## src/sv/wfpt_pkg.sv

```systemverilog
`timescale 1ns / 1ps

package wfpt_pkg;

  // Window geometry.
  localparam int WINDOW_DEPTH  = 512;
  localparam int WARMUP_FRAMES = 4;
  localparam int ADDR_W        = $clog2(WINDOW_DEPTH);
  localparam int FILL_W        = $clog2(WINDOW_DEPTH + 1);

  // Field widths.
  localparam int PERIOD_W   = 24;
  localparam int RATE_W     = 28;
  localparam int ELAPSED_W  = 48;
  localparam int FRAME_W    = 32;
  localparam int OUT_DATA_W = 128;

  // Rate is this numerator divided by the period, 8 fractional bits.
  localparam logic [RATE_W-1:0] RATE_NUM = 28'd256000000;

  // Restoring divider, one quotient bit per step.
  localparam int DIV_CNT_W = $clog2(RATE_W);
  localparam logic [DIV_CNT_W-1:0] DIV_LAST = DIV_CNT_W'(RATE_W - 1);

  typedef enum logic [2:0] {
    ST_IDLE,
    ST_DIV,
    ST_DECIDE,
    ST_SCAN,
    ST_SCAN_LAST,
    ST_FINISH,
    ST_EMIT
  } state_t;

  // Controller to datapath.
  typedef struct packed {
    logic accept;
    logic div_step;
    logic decide;
    logic scan_issue;
    logic finish;
    logic emit;
  } cmd_t;

  // Datapath to controller.
  typedef struct packed {
    logic div_last;
    logic warmup;
    logic need_scan;
    logic scan_last;
    logic out_free;
  } sts_t;

endpackage

```

## src/sv/wfpt_ctrl.sv

```systemverilog
`timescale 1ns / 1ps

// Sequencer: divide, decide, optional window rescan, commit (skipped in warm-up), emit.
module wfpt_ctrl (
  input  logic            clk,
  input  logic            rst,
  input  logic            in_valid,
  output logic            in_ready,
  input  wfpt_pkg::sts_t  sts,
  output wfpt_pkg::cmd_t  cmd
);

  wfpt_pkg::state_t state;
  wfpt_pkg::state_t state_next;

  always_ff @(posedge clk) begin
    if (rst) begin
      state <= wfpt_pkg::ST_IDLE;
    end else begin
      state <= state_next;
    end
  end

  always_comb begin
    state_next = state;
    cmd        = '0;
    in_ready   = 1'b0;
    unique case (state)
      wfpt_pkg::ST_IDLE: begin
        in_ready = 1'b1;
        if (in_valid) begin
          cmd.accept = 1'b1;
          state_next = wfpt_pkg::ST_DIV;
        end
      end
      wfpt_pkg::ST_DIV: begin
        cmd.div_step = 1'b1;
        if (sts.div_last) begin
          state_next = wfpt_pkg::ST_DECIDE;
        end
      end
      wfpt_pkg::ST_DECIDE: begin
        cmd.decide = 1'b1;
        if (sts.warmup) begin
          state_next = wfpt_pkg::ST_EMIT;
        end else if (sts.need_scan) begin
          state_next = wfpt_pkg::ST_SCAN;
        end else begin
          state_next = wfpt_pkg::ST_FINISH;
        end
      end
      wfpt_pkg::ST_SCAN: begin
        cmd.scan_issue = 1'b1;
        if (sts.scan_last) begin
          state_next = wfpt_pkg::ST_SCAN_LAST;
        end
      end
      wfpt_pkg::ST_SCAN_LAST: begin
        // The last read returns in this cycle.
        state_next = wfpt_pkg::ST_FINISH;
      end
      wfpt_pkg::ST_FINISH: begin
        cmd.finish = 1'b1;
        state_next = wfpt_pkg::ST_EMIT;
      end
      wfpt_pkg::ST_EMIT: begin
        if (sts.out_free) begin
          cmd.emit   = 1'b1;
          state_next = wfpt_pkg::ST_IDLE;
        end
      end
      default: begin
        state_next = wfpt_pkg::ST_IDLE;
      end
    endcase
  end

endmodule

```

## config.mk

```make
export PLATFORM = sky130hd
export DESIGN_NAME = wfpt_ctrl
export DESIGN_NICKNAME = d
export VERILOG_FILES = /design/src/sv/wfpt_pkg.sv /design/src/sv/wfpt_ctrl.sv
export SDC_FILE = /design/constraint.sdc
export NUM_CORES = 1
export LEC_CHECK = 0
export ABC_CLOCK_PERIOD_IN_PS = 1200
export BUFFER_PORTS_ARGS = -buffer_cell sky130_fd_sc_hd__buf_2
export CORE_AREA = 2 2 39 41
export DETAILED_ROUTE_END_ITERATION = 8
export DIE_AREA = 0 0 41 43
export RECOVER_POWER = 100
export SLEW_MARGIN = 20
export SYNTH_ARGS = -nofsm -noshare
export SYNTH_HDL_FRONTEND = slang
export SYNTH_SLANG_ARGS = --single-unit
```

## constraint.sdc

```tcl
create_clock -name clk -period 1.2 [get_ports clk]
set_input_delay 0.12 -clock clk [delete_from_list [all_inputs] [get_ports clk]]
set_output_delay 0.12 -clock clk [all_outputs]
set_load 0.01 [all_outputs]
```

==> metrics.log <==
[metrics] area of the placeable core: 1384 µm²
[metrics] area share of the largest cell type after synthesis: 21.62%
[metrics] Vias: 347
[metrics] clock edge transition at the registers on the reported setup and hold paths: 0.03 ns
[metrics] unrepaired setup endpoints after global routing: true
[metrics] number of nets in the synthesized netlist: 43
[metrics] Seq/Total Area, Yosys: 21.62%
[metrics] post-synthesis area per instance: 7.936 µm²
[metrics] DIE WIDTH: 41 µm
[metrics] Placement Setup Slack: 0.003103 ns
[metrics] worst path cell trace: buf_6, nor3_4, and2_1, buf_2
[metrics] CP required: 1.08 ns
[metrics] cts bufs inserted: 3
[metrics] FF+latch count, synth: 3
[metrics] result of the run: finished with violations
[metrics] Final Slew Violations: 0
[metrics] sw frac: 35.07%
[metrics] count of yosys warnings during synthesis: 0
[metrics] Placement Rows: 14
[metrics] combinational family with the most area after synthesis: simple AND/OR/NAND/NOR gates
[metrics] ranking of synthesized cells by area: sky130_fd_sc_hd__dfxtp_1 (22%), sky130_fd_sc_hd__nor2_1 (8.1%), sky130_fd_sc_hd__mux2i_1 (7.2%)
[metrics] clock root buffer: sky130_fd_sc_hd__clkbuf_4
[metrics] cell internal power dissipation: 593.8 µW
[metrics] largest registers: state x3
[metrics] die outline area: 1763 µm²
[metrics] buffer levels on the longest clock path: 2
[metrics] TritonCTS clock tree: done
[metrics] PortBufs: 14
[metrics] post-synthesis instance total: 35
[metrics] Slew @ Worst Pin: 0.2138 ns
[metrics] Clock Skews: 0.002789 ns
[metrics] number of maximum-capacitance constraint violations: 0
[metrics] share of the cycle needed by the critical path after routing: 103.6%
[metrics] Post-route DRC: 0
[metrics] XOR/XNOR share of the synthesized area: 0%
[metrics] Max transition margin: 85.63%
[metrics] count of pins on the block boundary: 15
[metrics] total negative setup slack: -0.04341 ns
[metrics] fraction of power consumed by the clock network: 19.1%
[metrics] endpoint class of the critical path: primary output
[metrics] Leak: 0.2557 nW
[metrics] number of flip-flops in the largest register: 3
[metrics] diode insertion count for antenna repair: 0
[metrics] via count normalized by instance count: 4.506
[metrics] delay contributed by the slowest stage of the critical path: 0.34 ns
[metrics] slack of the critical path: -0.04341 ns
[metrics] Achievable Freq: 804.2 MHz
[metrics] latest clock arrival within the worst-skew pair: 0.23 ns
[metrics] post-synthesis simple-gate area fraction: 37.39%
[metrics] utilization after layout: 38.79%
[metrics] synth-to-layout area growth: 93.24%
[metrics] final critical path time including I/O delays and setup: 1.243 ns
[metrics] final-report setup violation count: 1
[metrics] Routed wire per std cell: 11.83 µm
[metrics] Chip Height: 43 µm
[metrics] Tot GR Track Use: 10.42%
[metrics] arrival time at the worst endpoint: 1.12 ns
[metrics] Sink Count: 3
[metrics] fraction of final layout cells with drive strength greater than 1: 65.57%
[metrics] Max rail drop VDD: 0.4758 mV
[metrics] Synth Cell Area: 277.8 µm²
[metrics] violated checks: negative setup slack
[metrics] register with the most flip-flops: state
[metrics] share of cell area taken by muxes after synthesis: 7.207%
[metrics] power spent charging and discharging nets: 320.7 µW
[metrics] path type of the worst min-delay path: in2reg
[metrics] hold violation count in the final report: 0
[metrics] power share of the combinational group: 62.0%
[metrics] # nets final: 70
[metrics] largest net degree at the start of global routing: 10
[metrics] Synth Area in Compound Gates: 23.87%
[metrics] power per standard cell area: 1704 nW/µm²
[metrics] drt first pass iters: 3
[metrics] global placement routability congestion: 0.7342
[metrics] top cell type by total area after synthesis: sky130_fd_sc_hd__dfxtp_1
[metrics] Starting Density: 20.07%
[metrics] Reg power frac: 18.9%
[metrics] total wirelength of the detailed-routed design: 911 µm
[metrics] Cell variety after synth: 22
[metrics] Critical Setup Path Class: reg2out
[metrics] adder and majority gate portion of the synthesized area: 0%
[metrics] number of antenna violations at the first check in global routing: 0
[metrics] Antenna Nets Post-Route: 0
[metrics] wire length of the first global-routing pass: 1179 µm
[metrics] number of global-route vias before repair: 306
[metrics] number of violations reported at the end of detailed-routing iteration 0: 2
[metrics] overflow left after global routing: 0
[metrics] critical path fanouts, max: 4
[metrics] post-route total power: 914.4 µW
[metrics] type of element launching the critical path: flip-flop
[metrics] Post-DP HPWL: 577.4 µm
[metrics] Max stage delay cell, worst path: sky130_fd_sc_hd__dfxtp_4
[metrics] CTS HTree Levels: 1
critical path: cells and delay by family (launching register included):
family	cells	cell delay, ns
flip-flops	1	0.34
AND/OR/NAND/NOR	2	0.30
buffers and inverters	2	0.24
kinds of logic (layout without fill, tap and decap cells):
kind of cell	after synthesis	in the layout
muxes	2	2
DFF	3	3
buffers and inverters	4	30
AOI/OAI and AO/OA	9	9
and+or+nand+nor	17	17
synthesized netlist by cell type:
library cell               n
sky130_fd_sc_hd__nor2_1    6
sky130_fd_sc_hd__dfxtp_1   3
sky130_fd_sc_hd__and3_1    2
sky130_fd_sc_hd__mux2i_1   2
sky130_fd_sc_hd__nand2b_1  2
sky130_fd_sc_hd__nand3b_1  2
sky130_fd_sc_hd__o21ai_0   2
sky130_fd_sc_hd__o31ai_1   2
sky130_fd_sc_hd__a211o_1   1
sky130_fd_sc_hd__a21oi_1   1
sky130_fd_sc_hd__a21oi_2   1
sky130_fd_sc_hd__and2_1    1
sky130_fd_sc_hd__and3b_1   1
sky130_fd_sc_hd__and4b_1   1
sky130_fd_sc_hd__buf_2     1
sky130_fd_sc_hd__buf_4     1
sky130_fd_sc_hd__buf_6     1
sky130_fd_sc_hd__inv_1     1
sky130_fd_sc_hd__nor3_1    1
sky130_fd_sc_hd__o21ba_1   1
sky130_fd_sc_hd__o31a_1    1
sky130_fd_sc_hd__or3_4     1
metrics by stage:
stage               hold slack, ns  cells  instance area [µm²]
floorplan                   0.2749     35                277.8
global placement            0.4325     67                394.1
detailed placement          0.4329     67                394.1
CTS                         0.1742     73                455.4
global route                0.1818     77                536.8
finish                      0.1891     77                536.8
cell type report:
class | instances | area [µm²]
timing repair buffer | 25 | 193.9
tap | 16 | 20.02
inverter | 1 | 3.754
sequential | 3 | 71.32
fill | 141 | 847.1
multi-input combinational | 28 | 221.5
clock buffer | 4 | 26.28
cells in the final DEF, fill, tap and decap left out, drive strengths merged:
| cell type | Yosys | final |
|---|---|---|
| a21oi | 2 | 2 |
| and2 | 1 | 1 |
| mux2i | 2 | 2 |
| nor3 | 1 | 1 |
| o21ba | 1 | 1 |
| and3b | 1 | 1 |
| o31ai | 2 | 2 |
| buf | 3 | 24 |
| nand3b | 2 | 2 |
| and4b | 1 | 1 |
| nand2b | 2 | 2 |
| or3 | 1 | 1 |
| nor2 | 6 | 6 |
| o31a | 1 | 1 |
| a211o | 1 | 1 |
| dfxtp | 3 | 3 |
| clkbuf | 0 | 5 |
| and3 | 2 | 2 |
| o21ai | 2 | 2 |
| inv | 1 | 1 |
path summary, 6_finish.rpt:
check,start,endpoint,slack (ns),cells past startpoint
hold / removal,rst,state[0],0.19,2
hold reg to reg,state[2],state[2],0.67,3
setup reg to reg,state[1],state[0],0,3
setup / recovery,state[2],cmd[5],-0.04,4
routing by layer:
| metal | share of wire [%] | global-route usage (%) |
|---|---|---|
| met1 | 38 | 9.904 |
| met2 | 57 | 17.19 |
| met3 | 4.7 | 4.712 |
| met4 | 0 | 6.000 |
| met5 | 0 | 0 |
power by group through the flow:
stage                     sequential [mW]  clock [mW]  combinational [mW]
final                               0.173       0.175               0.567
after global routing                0.177       0.194               0.610
after CTS                           0.168       0.184               0.416
after detailed placement            0.164           0               0.373
after global placement              0.162           0               0.372
after floorplan                     0.137           0               0.255
repair_timing:
item                                    4_1_cts  5_1_grt
cloned                                        0        1
endpoints found under the setup margin        6        7
gates resized for setup                       8        9
pin swaps                                     2        2
setup buffers                                 2        3
hold buffers                                  0        0
Note: power is estimated with default switching activity, not from simulation.
